<file path="config.mk">
export PLATFORM = sky130hd
export DESIGN_NAME = irrigation_pump_controller_flat
export DESIGN_NICKNAME = d
export VERILOG_FILES = /design/src/rtl/ipc_pkg.sv /design/src/rtl/ipc_if.sv /design/src/rtl/irrigation_pump_controller.sv /design/src/rtl/ipc_cfg_regs.sv /design/src/rtl/ipc_ctrl_core.sv /design/src/rtl/ipc_out_buf.sv /design/src/flat_wrapper.sv
export SDC_FILE = /design/constraint.sdc
export NUM_CORES = 1
export LEC_CHECK = 0
export BUFFER_PORTS_ARGS = -buffer_cell sky130_fd_sc_hd__buf_4
export CAP_MARGIN = 20
export CORE_AREA = 5 5 157 159
export DETAILED_ROUTE_END_ITERATION = 10
export DIE_AREA = 0 0 162 164
export PLACE_DENSITY = 0.66
export SLEW_MARGIN = 20
export SYNTH_ARGS = -nofsm -noshare
export SYNTH_HDL_FRONTEND = slang
export SYNTH_SLANG_ARGS = --single-unit
export TNS_END_PERCENT = 10
</file>
<file path="constraint.sdc">
create_clock -name clk -period 10.2 [get_ports clk]
set_input_delay 2.04 -clock clk [delete_from_list [all_inputs] [get_ports clk]]
set_output_delay 2.04 -clock clk [all_outputs]
set_load 0.05 [all_outputs]
</file>
<file path="src/rtl/ipc_pkg.sv">
`timescale 1ns / 1ps
// Shared types and constants for the irrigation pump controller.
// No dependencies; every other file imports this package.
package ipc_pkg;

	localparam int FUNC_W   = 4;
	localparam int VALUE_W  = 14;
	localparam int LEVEL_W  = 12;
	localparam int CFG_IDX_W = 4;

	localparam logic [LEVEL_W-1:0] LEVEL_MAX       = 12'd4095;
	localparam logic [LEVEL_W-1:0] WATER_MIN_RESET = 12'd200;
	localparam logic [LEVEL_W-1:0] GAP_RESET       = 12'd300;
	localparam logic [LEVEL_W-1:0] DRY_RESET       = 12'd1500;
	localparam logic [LEVEL_W-1:0] WET_RESET       = 12'd1800;

	localparam logic [VALUE_W-1:0] SRC_BUTTON = 14'd1;
	localparam logic [VALUE_W-1:0] SRC_REMOTE = 14'd2;

	// configuration register indexes
	localparam logic [CFG_IDX_W-1:0] CFG_WATER_MIN = 4'd0;
	localparam logic [CFG_IDX_W-1:0] CFG_HYST_GAP  = 4'd1;

	typedef enum logic [FUNC_W-1:0] {
		FN_VIEW     = 4'd0,
		FN_MODE     = 4'd1,
		FN_SET_MODE = 4'd2,
		FN_SET_DRY  = 4'd3,
		FN_PUMP_ON  = 4'd4,
		FN_PUMP_OFF = 4'd5,
		FN_SOIL     = 4'd6,
		FN_LIGHT    = 4'd7,
		FN_WATER    = 4'd8
	} func_t;

	typedef enum logic [1:0] {
		CTRL_MANUAL = 2'd0,
		CTRL_AUTO   = 2'd1,
		CTRL_REMOTE = 2'd2
	} mode_t;

	typedef enum logic [1:0] {
		SHOW_ALL   = 2'd0,
		SHOW_SOIL  = 2'd1,
		SHOW_WATER = 2'd2,
		SHOW_LIGHT = 2'd3
	} view_t;

	typedef struct packed {
		logic [LEVEL_W-1:0] water_min;
		logic [LEVEL_W-1:0] hyst_gap;
	} ipc_cfg_t;

	typedef struct packed {
		logic               pump_on;
		logic [1:0]         mode_now;
		logic [1:0]         view_now;
		logic [LEVEL_W-1:0] dry_level;
		logic [LEVEL_W-1:0] wet_level;
		logic [LEVEL_W-1:0] soil_level;
		logic [LEVEL_W-1:0] light_level;
		logic [LEVEL_W-1:0] water_level;
	} ipc_result_t;

endpackage

</file>
<file path="src/rtl/ipc_if.sv">
`timescale 1ns / 1ps
// Valid/ready channel interfaces: message input, result output, config write.
// Depends on ipc_pkg for field widths.
interface ipc_in_if import ipc_pkg::*; ();
	logic               valid;
	logic               ready;
	logic [FUNC_W-1:0]  func;
	logic [VALUE_W-1:0] value;

	modport source (output valid, output func, output value, input ready);
	modport sink (input valid, input func, input value, output ready);
endinterface

interface ipc_out_if import ipc_pkg::*; ();
	logic               valid;
	logic               ready;
	logic               pump_on;
	logic [1:0]         mode_now;
	logic [1:0]         view_now;
	logic [LEVEL_W-1:0] dry_level;
	logic [LEVEL_W-1:0] wet_level;
	logic [LEVEL_W-1:0] soil_level;
	logic [LEVEL_W-1:0] light_level;
	logic [LEVEL_W-1:0] water_level;

	modport source (output valid, output pump_on, output mode_now, output view_now,
		output dry_level, output wet_level, output soil_level, output light_level,
		output water_level, input ready);
	modport sink (input valid, input pump_on, input mode_now, input view_now,
		input dry_level, input wet_level, input soil_level, input light_level,
		input water_level, output ready);
endinterface

interface ipc_cfg_if import ipc_pkg::*; ();
	logic                 valid;
	logic                 ready;
	logic [CFG_IDX_W-1:0] index;
	logic [LEVEL_W-1:0]   data;

	modport source (output valid, output index, output data, input ready);
	modport sink (input valid, input index, input data, output ready);
endinterface

</file>
<file path="src/rtl/irrigation_pump_controller.sv">
`timescale 1ns / 1ps
// Irrigation pump controller top level: config registers, control core, result buffer.
// Depends on ipc_pkg, ipc_if, ipc_cfg_regs, ipc_ctrl_core and ipc_out_buf.

// One message (command or sensor sample) is taken per cycle while in_ch is ready and
// produces exactly one result, the full controller state after that message, on out_ch.
// The state registers update as the message is accepted, so the next message in the
// following cycle already sees it. Results go through a two-entry buffer; in_ch
// stalls only while both entries are full. Configuration writes are always ready,
// take effect on the next message, and must be issued while no request is in flight.
module irrigation_pump_controller import ipc_pkg::*; (
	input  logic      clk,
	input  logic      arst_n,
	ipc_in_if.sink    in_ch,
	ipc_out_if.source out_ch,
	ipc_cfg_if.sink   cfg_ch
);

	ipc_cfg_t    cfg;
	ipc_result_t result;
	logic        can_push;
	logic        msg_en;

	assign in_ch.ready = can_push;
	assign msg_en      = in_ch.valid & can_push;

	ipc_cfg_regs u_cfg (
		.clk    (clk),
		.arst_n (arst_n),
		.cfg_ch (cfg_ch),
		.cfg    (cfg)
	);

	ipc_ctrl_core u_core (
		.clk    (clk),
		.arst_n (arst_n),
		.msg_en (msg_en),
		.func   (in_ch.func),
		.value  (in_ch.value),
		.cfg    (cfg),
		.result (result)
	);

	ipc_out_buf u_obuf (
		.clk       (clk),
		.arst_n    (arst_n),
		.push      (msg_en),
		.push_data (result),
		.can_push  (can_push),
		.out_ch    (out_ch)
	);

endmodule

</file>
<file path="src/rtl/ipc_cfg_regs.sv">
`timescale 1ns / 1ps
// Configuration registers: reservoir minimum level and hysteresis gap.
// Depends on ipc_pkg and ipc_cfg_if.
module ipc_cfg_regs import ipc_pkg::*; (
	input  logic      clk,
	input  logic      arst_n,
	ipc_cfg_if.sink   cfg_ch,
	output ipc_cfg_t  cfg
);

	logic [LEVEL_W-1:0] water_min_q;
	logic [LEVEL_W-1:0] hyst_gap_q;
	logic               wr_en;

	// writes never stall
	assign cfg_ch.ready = 1'b1;
	assign wr_en        = cfg_ch.valid & cfg_ch.ready;

	// register file; unknown indexes are dropped
	always_ff @(posedge clk or negedge arst_n) begin
		if (!arst_n) begin
			water_min_q <= WATER_MIN_RESET;
			hyst_gap_q  <= GAP_RESET;
		end else if (wr_en) begin
			if (cfg_ch.index == CFG_WATER_MIN) begin
				water_min_q <= cfg_ch.data;
			end
			if (cfg_ch.index == CFG_HYST_GAP) begin
				hyst_gap_q <= cfg_ch.data;
			end
		end
	end

	assign cfg.water_min = water_min_q;
	assign cfg.hyst_gap  = hyst_gap_q;

endmodule

</file>
<file path="src/rtl/ipc_ctrl_core.sv">
`timescale 1ns / 1ps
// Controller state and per-message update: commands, samples and auto rule.
// Depends on ipc_pkg.
module ipc_ctrl_core import ipc_pkg::*; (
	input  logic               clk,
	input  logic               arst_n,
	input  logic               msg_en,
	input  logic [FUNC_W-1:0]  func,
	input  logic [VALUE_W-1:0] value,
	input  ipc_cfg_t           cfg,
	output ipc_result_t        result
);

	mode_t              mode_q, mode_d;
	view_t              view_q, view_d;
	logic               pump_q, pump_d;
	logic [LEVEL_W-1:0] soil_q, soil_d;
	logic [LEVEL_W-1:0] light_q, light_d;
	logic [LEVEL_W-1:0] water_q, water_d;
	logic [LEVEL_W-1:0] dry_q, dry_d;
	logic [LEVEL_W-1:0] wet_q, wet_d;
	logic [LEVEL_W-1:0] sample_sat;
	logic [LEVEL_W-1:0] value_lvl;
	logic               value_in_range;
	logic               req_ok;

	assign value_lvl      = value[LEVEL_W-1:0];
	assign value_in_range = (value[VALUE_W-1:LEVEL_W] == '0);
	assign sample_sat     = value_in_range ? value_lvl : LEVEL_MAX;
	assign req_ok = ((mode_q == CTRL_MANUAL) && (value == SRC_BUTTON)) ||
		((mode_q == CTRL_REMOTE) && (value == SRC_REMOTE));

	// next state for one message, then the auto hysteresis rule
	always_comb begin
		mode_d  = mode_q;
		view_d  = view_q;
		pump_d  = pump_q;
		soil_d  = soil_q;
		light_d = light_q;
		water_d = water_q;
		dry_d   = dry_q;
		wet_d   = wet_q;
		case (func_t'(func))
			FN_VIEW: begin
				view_d = view_t'(view_q + 2'd1);
			end
			FN_MODE: begin
				case (mode_q)
					CTRL_MANUAL: mode_d = CTRL_AUTO;
					CTRL_AUTO:   mode_d = CTRL_REMOTE;
					default:     mode_d = CTRL_MANUAL;
				endcase
				pump_d = 1'b0;
			end
			FN_SET_MODE: begin
				if (value <= VALUE_W'(CTRL_REMOTE)) begin
					mode_d = mode_t'(value[1:0]);
					pump_d = 1'b0;
				end
			end
			FN_SET_DRY: begin
				if (value_in_range) begin
					dry_d = value_lvl;
					wet_d = (value_lvl > cfg.hyst_gap) ? (value_lvl - cfg.hyst_gap) : '0;
				end
			end
			FN_PUMP_ON: begin
				if (req_ok) pump_d = 1'b1;
			end
			FN_PUMP_OFF: begin
				if (req_ok) pump_d = 1'b0;
			end
			FN_SOIL:  soil_d  = sample_sat;
			FN_LIGHT: light_d = sample_sat;
			FN_WATER: water_d = sample_sat;
			default: ;
		endcase
		if (mode_d == CTRL_AUTO) begin
			if ((soil_d > dry_d) && (water_d > cfg.water_min)) begin
				pump_d = 1'b1;
			end else if ((soil_d < wet_d) || (water_d < cfg.water_min)) begin
				pump_d = 1'b0;
			end
		end
	end

	// state registers, updated once per accepted message
	always_ff @(posedge clk or negedge arst_n) begin
		if (!arst_n) begin
			mode_q  <= CTRL_MANUAL;
			view_q  <= SHOW_ALL;
			pump_q  <= 1'b0;
			soil_q  <= '0;
			light_q <= '0;
			water_q <= '0;
			dry_q   <= DRY_RESET;
			wet_q   <= WET_RESET;
		end else if (msg_en) begin
			mode_q  <= mode_d;
			view_q  <= view_d;
			pump_q  <= pump_d;
			soil_q  <= soil_d;
			light_q <= light_d;
			water_q <= water_d;
			dry_q   <= dry_d;
			wet_q   <= wet_d;
		end
	end

	// result shows the state after this message
	assign result.pump_on     = pump_d;
	assign result.mode_now    = mode_d;
	assign result.view_now    = view_d;
	assign result.dry_level   = dry_d;
	assign result.wet_level   = wet_d;
	assign result.soil_level  = soil_d;
	assign result.light_level = light_d;
	assign result.water_level = water_d;

endmodule

</file>
<file path="src/rtl/ipc_out_buf.sv">
`timescale 1ns / 1ps
// Two-entry result buffer (output register plus skid register).
// Depends on ipc_pkg and ipc_out_if.
module ipc_out_buf import ipc_pkg::*; (
	input  logic        clk,
	input  logic        arst_n,
	input  logic        push,
	input  ipc_result_t push_data,
	output logic        can_push,
	ipc_out_if.source   out_ch
);

	logic        main_valid_q;
	logic        skid_valid_q;
	ipc_result_t main_q;
	ipc_result_t skid_q;
	logic        pop;

	assign can_push = !skid_valid_q;
	assign pop      = main_valid_q & out_ch.ready;

	// occupancy control
	always_ff @(posedge clk or negedge arst_n) begin
		if (!arst_n) begin
			main_valid_q <= 1'b0;
			skid_valid_q <= 1'b0;
		end else if (pop) begin
			if (skid_valid_q) begin
				skid_valid_q <= 1'b0;
			end else begin
				main_valid_q <= push;
			end
		end else if (push) begin
			if (main_valid_q) begin
				skid_valid_q <= 1'b1;
			end else begin
				main_valid_q <= 1'b1;
			end
		end
	end

	// payload, no reset
	always_ff @(posedge clk) begin
		if (pop) begin
			if (skid_valid_q) begin
				main_q <= skid_q;
			end else if (push) begin
				main_q <= push_data;
			end
		end else if (push) begin
			if (main_valid_q) begin
				skid_q <= push_data;
			end else begin
				main_q <= push_data;
			end
		end
	end

	assign out_ch.valid       = main_valid_q;
	assign out_ch.pump_on     = main_q.pump_on;
	assign out_ch.mode_now    = main_q.mode_now;
	assign out_ch.view_now    = main_q.view_now;
	assign out_ch.dry_level   = main_q.dry_level;
	assign out_ch.wet_level   = main_q.wet_level;
	assign out_ch.soil_level  = main_q.soil_level;
	assign out_ch.light_level = main_q.light_level;
	assign out_ch.water_level = main_q.water_level;

endmodule

</file>
<file path="src/flat_wrapper.sv">
// flat-port wrapper written by rule: the top's interface ports become plain ports
module irrigation_pump_controller_flat import ipc_pkg::*;
  (clk, arst_n, in_ch_valid, in_ch_func, in_ch_value, in_ch_ready, out_ch_valid, out_ch_pump_on, out_ch_mode_now, out_ch_view_now, out_ch_dry_level, out_ch_wet_level, out_ch_soil_level, out_ch_light_level, out_ch_water_level, out_ch_ready, cfg_ch_valid, cfg_ch_index, cfg_ch_data, cfg_ch_ready);
  ipc_in_if in_ch_i ();
  ipc_out_if out_ch_i ();
  ipc_cfg_if cfg_ch_i ();
  input  logic clk;
  input  logic arst_n;
  input wire logic [$bits(in_ch_i.valid)-1:0] in_ch_valid;
  input wire logic [$bits(in_ch_i.func)-1:0] in_ch_func;
  input wire logic [$bits(in_ch_i.value)-1:0] in_ch_value;
  output wire logic [$bits(in_ch_i.ready)-1:0] in_ch_ready;
  output wire logic [$bits(out_ch_i.valid)-1:0] out_ch_valid;
  output wire logic [$bits(out_ch_i.pump_on)-1:0] out_ch_pump_on;
  output wire logic [$bits(out_ch_i.mode_now)-1:0] out_ch_mode_now;
  output wire logic [$bits(out_ch_i.view_now)-1:0] out_ch_view_now;
  output wire logic [$bits(out_ch_i.dry_level)-1:0] out_ch_dry_level;
  output wire logic [$bits(out_ch_i.wet_level)-1:0] out_ch_wet_level;
  output wire logic [$bits(out_ch_i.soil_level)-1:0] out_ch_soil_level;
  output wire logic [$bits(out_ch_i.light_level)-1:0] out_ch_light_level;
  output wire logic [$bits(out_ch_i.water_level)-1:0] out_ch_water_level;
  input wire logic [$bits(out_ch_i.ready)-1:0] out_ch_ready;
  input wire logic [$bits(cfg_ch_i.valid)-1:0] cfg_ch_valid;
  input wire logic [$bits(cfg_ch_i.index)-1:0] cfg_ch_index;
  input wire logic [$bits(cfg_ch_i.data)-1:0] cfg_ch_data;
  output wire logic [$bits(cfg_ch_i.ready)-1:0] cfg_ch_ready;
  assign in_ch_i.valid = in_ch_valid;
  assign in_ch_i.func = in_ch_func;
  assign in_ch_i.value = in_ch_value;
  assign in_ch_ready = in_ch_i.ready;
  assign out_ch_valid = out_ch_i.valid;
  assign out_ch_pump_on = out_ch_i.pump_on;
  assign out_ch_mode_now = out_ch_i.mode_now;
  assign out_ch_view_now = out_ch_i.view_now;
  assign out_ch_dry_level = out_ch_i.dry_level;
  assign out_ch_wet_level = out_ch_i.wet_level;
  assign out_ch_soil_level = out_ch_i.soil_level;
  assign out_ch_light_level = out_ch_i.light_level;
  assign out_ch_water_level = out_ch_i.water_level;
  assign out_ch_i.ready = out_ch_ready;
  assign cfg_ch_i.valid = cfg_ch_valid;
  assign cfg_ch_i.index = cfg_ch_index;
  assign cfg_ch_i.data = cfg_ch_data;
  assign cfg_ch_ready = cfg_ch_i.ready;
  irrigation_pump_controller u_core (.clk(clk), .arst_n(arst_n), .in_ch(in_ch_i), .out_ch(out_ch_i), .cfg_ch(cfg_ch_i));
endmodule
</file>
* Word-level counts from Yosys, hierarchy flattened *
Cells that the tools add are included.

cells by class
  $lt $le $gt $ge = 6
  shift operators = 0
  muxes and demuxes = 31
  $mul = 0
  bitwise gates (word level) = 3
  equality and inequality tests = 16
  divide/modulo/power cells = 0
  reductions and logical operators = 19
  add/sub/neg operators = 2

operator list
  cell                                                                    number
  65-bit 2-to-1 mux                                                       5
  12-bit 2-to-1 mux                                                       9
  12-bit > comparator                                                     3
  12-bit < comparator                                                     2
  4-bit by 3-bit equality test with 1-bit output, second input constant   4
  14-bit by 1-bit equality test with 1-bit output, second input constant  1
  14-bit by 2-bit equality test with 1-bit output, second input constant  1
  14-bit by 2-bit <= comparator with 1-bit output, second input constant  1
  1-bit 2-to-1 mux                                                        12
  12-bit subtractor                                                       1
  4-bit by 1-bit equality test with 1-bit output, second input constant   2
  4-bit by 2-bit equality test with 1-bit output, second input constant   2
  4-bit logical NOT                                                       2
  2-bit case mux with 2 select lines                                      2
  2-bit AND reduction                                                     4
  3-bit AND reduction                                                     2
  2-bit nonzero test                                                      3
  2-bit by 1-bit equality test with 1-bit output, second input constant   2
  4-bit equality test, second input constant                              1
  2-bit logical NOT                                                       2
  2-bit 2-to-1 mux                                                        2
  1-bit case mux with 4 select lines                                      1
  1-bit logical AND                                                       3
  2-bit by 1-bit adder with 2-bit output, second input constant           1
  other kinds (7)                                                         9

word-level totals
  input bits = 39
  memories kept = 0
  latch bits = 0
  output and inout port bits = 68
  bits in registers = 221
  bits in read-only memories = 0
  RAM bits = 0
  word-level logic and storage cells = 105

* Depth between registers and ports, before layout *
  depth in word-level cells = 12
  mapped depth = 19
  mapped depth without buffers = 19

* Hierarchy *
Synthesis repeated with hierarchy kept, for this count alone.

second synthesis, totals
  cells, all modules = 830
  area, all modules = 10910.5 um2

by module, submodules not included
  module                      cells an instance  instances  seq. area each (um2)  area each (um2)
  ipc_out_buf                 214                1          3953.8                4998.5
  ipc_ctrl_core               560                1          1640.3                4927.2
  ipc_cfg_regs                55                 1          609.3                 978.4
  irrigation_pump_controller  1                  1          0.0                   6.3

* Worst setup path before layout *
No wires, ideal clock.

  path type = input port to flip-flop
  start = in in_ch_valid
  end = reg u_core.u_obuf.main_q, in the netlist u_core.u_obuf.out_ch.dry_level[0], enable pin
  library setup time = 0.509 ns
  setup slack = 4.106 ns
  arrival time = 5.585 ns
  stages on the path = 3
  cells stage by stage = nor2b_1 -> a21oi_1 -> a21oi_1

on the way
  cells in the longest elaborated chain, start to end = 3
  elaborated cells on any way between the ends = 4
  those cells by class = bitwise (1); reduce/logical (3)

ends and longest elaborated chain
  element                          RTL line                          source
  start, declared                  flat_wrapper.sv:9                 input wire logic [$bits(in_ch_i.valid)-1:0] in_ch_valid;
  1-bit bitwise AND *              irrigation_pump_controller.sv:25  assign msg_en = in_ch.valid & can_push;
  2-bit nonzero test (no line)     n/a
  3-bit AND reduction (no line) *  n/a
  end signal, assigned             ipc_out_buf.sv:46                 main_q <= skid_q;
  end signal, assigned             ipc_out_buf.sv:48                 main_q <= push_data;
  end signal, assigned             ipc_out_buf.sv:54                 main_q <= push_data;
  end, declared                    ipc_out_buf.sv:15                 ipc_result_t main_q;

Every way passes the cells marked *; elsewhere a longest branch is shown, timed or not.
A chain may end at the register's enable or synchronous reset.

==> reports/metrics.sh <==
POST_ROUTE_CELLS_DRIVE_ABOVE_1_SHARE=0.1821
POST_DETAILED_ROUTE_WIRELENGTH_PER_CELL_UM=17.99
DRC=0
P_CLK_FRAC=0.212
CTS_ROOT_BUF='clkbuf_16'
CTS-HTREE-LEVELS=1
MOST_COMMON_LIBRARY_CELLS_AFTER_SYNTHESIS='nand2_1, o21ai_0, edfxtp_1'
GRT_PASS1_WL_UM=39680
SYNTH-MAIN-FF-CELL='edfxtp_1'
ROWS=56
REG2REG_FROM='u_core.u_cfg.hyst_gap_q[5]'
HIGHEST_METAL_USED='met4'
FINAL_INSTANCE_AREA_MM2=0.01228
CORE_AREA_MM2=0.02312
NUMCTSBUFFERS=24
CRITICAL_PATH.CELL_CHAIN='buf_4 -> inv_1 -> ha_1 -> inv_1 -> fa_1 -> a21oi_1 -> o211ai_1 -> a211oi_1 -> nor3_1 -> buf_4 -> o2111a_1 -> a221oi_1 -> ha_1 -> o21a_1 -> o22a_1 -> a2111oi_0 -> o21ai_0 -> a21o_1 -> a21o_1'
POST_CTS_RESIZED=0
MET3_WIRELENGTH_UM=1514
REPORT.FINAL.HOLD_VIOL_COUNT=0
DRT_ITER0_MARKERS=555
SYNTH_FP_NETS=1077
TIGHTEST_SLEW_NS=1.052
FINALMAXSLEWVIOLATIONS=0
YOSYSTOPAREACELLSHARE=0.3737
R2R_SLACK_NS=5.51
INSTANCE_COUNT_OF_THE_MAPPED_NETLIST=990
NETLIST_AREA_MM2=0.01045
TIMING.REG2REG.WORST_PATH_DEPTH=17
DRT_FIRST_PASS_ITERS=5
SYNTH_SEQ_CELLS=221
DRTANTENNAVIOLNETS=0
DIE_W_UM=162
CRITICALPATHCATEGORY='primary input to register'
FINAL_WORST_PATH_PERIOD_NEED_NS=6.062
DPL.CELL_COUNT=1350
FIRST_GLOBAL_VIAS=7276
FINAL_SETUP_VIOLATIONS=0
FILLCELLCOUNT=2086
SETUP_TNS_NS=0
CTS_TREE='done'
SYNTH_AREA_IN_ADDERS=0.05821
SYNTH-SEQ-AREA-SHARE=0.5938
CP_MAX_FO=14
POWER_FRAC_SEQ=0.380
CRITICAL_PATH.SLOWEST_CELL='a211oi_1'
SWITCHING_POWER_mW=1.549
P_INT_mW=2.274
END_KIND='register'
GP_CONGESTION=0.8444
SETUP_WS_NS=4.138
STATUS='finished clean'
COMBPWRFRAC=0.407
SYNTHARSTFLOPSHARE=0.4118
GRT_OVERFLOW=0
SWITCHING_SHARE=0.4051
MAXIMUM_NUMBER_OF_PINS_ON_ONE_NET_BEFORE_GLOBAL_ROUTE_REPAIR=123
FIN_CRIT_SH=0.5943
WORST_HOLD_PATH.NUM_CELLS=2
FINALHOLDWORSTSLACK_NS=0.4742
DETAILED_PLACE_HPWL_UM=17850
UNREPAIRED_SETUP_ENDPOINTS_AFTER_GLOBAL_ROUTING='no'
FP.DIEH_UM=164
SYNTHMOSTINSTANTIATEDCELL='nand2_1'
TRITONCTS_NUM_SINKS=221
SYNTH_TOP_CELL_BY_AREA='edfxtp_1'
VIAS=7389
MAX_CAP_VIOL_COUNT=0
CLK_PATH_BUF_DEPTH=3
WORST_PATH_LARGEST_CELL_DELAY_NS=0.54
NUM-NETS-FINAL=1173
GRT_ANTENNA_BEFORE_REPAIR=0
MAIN_COMBINATIONAL_CELL_FAMILY_BY_AREA_AFTER_SYNTHESIS='compound AO/OA/AOI/OAI gates'
VIAS_PER_CELL=5.301
REGAREA_MM2=0.006203
ANTENNADIODECOUNT=0
MULTI_INPUT_AREA_MM2=0.003752
R2R-END='u_core.u_obuf.skid_q[64]'
CRITICAL_PATH_LAUNCH_POINT_TYPE='primary input'
DRT-MET1-WL_UM=11140
PLACE_AREA_MM2=0.01153
NETLIST-CELL-TYPE-COUNT=64
STARTPOINT_OF_THE_WORST_HOLD_PATH='u_core.u_core.soil_q[1]'
FINAL.SETUP_SKEW_NS=0.01093
FINISH.UTILIZATION=0.5311
CLK_LATENCY_NS=0.52
FLOORPLAN.DIE_AREA_MM2=0.02657
MAXSLEWHEADROOM=0.2986
SYNTH_XOR_AREA_FRAC=0.01006
IR_WORST_VDD_uV=242.4
WORST_SETUP_HOLD_PATH_CLK_SLEW_NS=0.07
TOTAL_POWER_mW=3.822
DPL_WORST_SLACK_NS=3.659
MAX_FREQ_MHz=165.0
AVGSYNTHCELLAREA_UM2=10.55
TIMING.CRITICAL_PATH.ARRIVAL_NS=6.34
CELLLEAKAGEPOWER_nW=5.390
YOSYS-TOP-CELLS-AREA='edfxtp_1, dfrtp_1, o21ai_0'
HOLD_PATH_END='u_core.u_core.soil_q[1]'
POWER_DENSITY_mW_PER_MM2=311.3
AREAGROWTHSYNTHTOFINISH_PCT=17.55
SYNTHESIS.YOSYS.WARNINGS=0
CTS.REPAIR_TIMING.SETUP_BUFFER_COUNT=0
STARTING_UTILIZATION_OF_THE_CORE_AREA=0.4518
WL_UM=25080
IOPINCOUNT=107
CP.REQUIRED_NS=10.48
POST_SYNTH_AND_OR_NAND_NOR_AREA_FRACTION=0.1194
DETAILROUTE.WIRELENGTH.MET2_UM=11880
NUMBER_OF_HOLD_BUFFERS_ADDED_AFTER_CTS=0
IO_BUFFER_COUNT=105
MUXSHAREOFSYNTHAREA=0.02671
HOLD_PATH.CLASS='register to register'
POST_LAYOUT_NONFILLER_INSTANCES=1394
GRTUSAGETOTAL=0.1897
SYNTH_EDF_COUNT=130
SYNTH_COMPOUND_GATE_AREA_SHARE=0.1405
## worst max-delay path by stage
stage	startpoint	endpoint	slack [ns]	cells after the start
global placement	in_ch_value[0]	u_core.u_obuf.skid_q[64]	3.81	19
detailed placement	in_ch_value[0]	u_core.u_obuf.skid_q[64]	3.66	19
floorplan	in_ch_valid	u_core.u_obuf.out_ch.dry_level[0]	4.11	3
global route	in_ch_value[0]	u_core.u_obuf.skid_q[64]	3.69	19
finish	in_ch_value[0]	u_core.u_obuf.skid_q[64]	4.14	19
CTS	in_ch_value[0]	u_core.u_obuf.skid_q[64]	4.20	19
## placed cells by master, fill, tap and decap left out, types with 3 or more instances in the layout
master	n
a21o_1	7
a21oi_1	63
mux2i_1	11
clkbuf_16	25
buf_4	116
xor2_1	5
a22oi_1	10
a211oi_1	4
nor4_1	6
dfstp_2	18
and3_1	3
edfxtp_1	130
nand3_1	8
dfrtp_1	73
ha_1	47
mux2_2	15
inv_1	93
o21a_1	4
nand2_1	151
clkbuf_1	9
o21ai_1	3
nand4_1	10
a2111oi_0	3
o21ai_0	141
o211ai_1	3
nand2b_1	5
a31oi_1	3
nor2_1	66
nor3_1	5
xnor2_1	7
nor2b_1	4
## power by group through the flow
stage | Clock (mW) | Combinational [mW] | Sequential, mW
floorplan | 0 | 0.659 | 1.91
global placement | 0 | 1.55 | 1.46
detailed placement | 0 | 1.57 | 1.47
CTS | 0.829 | 1.58 | 1.46
global route | 0.873 | 1.71 | 1.48
finish | 0.811 | 1.56 | 1.45
## sequential cells by signal (all words and copies together), names as in the netlist, 2 cells and up
signal	flops
u_core.u_cfg.water_min_q	12
u_core.u_core.light_q	12
u_core.u_obuf.skid_q	65
u_core.u_obuf.out_ch.wet_level	12
u_core.u_obuf.out_ch.water_level	12
u_core.u_core.soil_q	12
u_core.u_core.mode_q	2
u_core.u_obuf.out_ch.soil_level	12
u_core.u_cfg.hyst_gap_q	12
u_core.u_core.view_q	2
u_core.u_core.water_q	12
u_core.u_core.dry_q	12
u_core.u_obuf.out_ch.view_now	2
u_core.u_core.wet_q	12
u_core.u_obuf.out_ch.mode_now	2
u_core.u_obuf.out_ch.dry_level	12
u_core.u_obuf.out_ch.light_level	12
## final cells by class
type / instances / share of cell area
tap: 290 / 0.02955
clock inverter: 8 / 0.004076
clock buffer: 36 / 0.05594
multi-input combinational: 629 / 0.3056
sequential: 221 / 0.5052
inverter: 94 / 0.02873
timing repair buffer: 116 / 0.07092
## routing by layer
layer	track usage	up-vias
met3	0.04040	46
met4	0.04498	0
li1	-	3672
met5	0	-
met1	0.2580	3491
met2	0.3149	180
## cell families after synthesis
family | after synthesis
buffers and inverters | 140
adders and majority gates | 48
AOI/OAI and AO/OA | 261
DFF | 221
other | 1
and+or+nand+nor | 281
muxes | 26
xor gates and xnor gates | 12
## critical path, delay by kind of cell
family,cells,cell delay (ns)
buffers and inverters,4,0.50
AO/OA/AOI/OAI,11,2.76
adder cells (fa/ha/maj),3,0.94
AND/OR/NAND/NOR,1,0.10
Note: power is estimated with default switching activity, not from simulation.
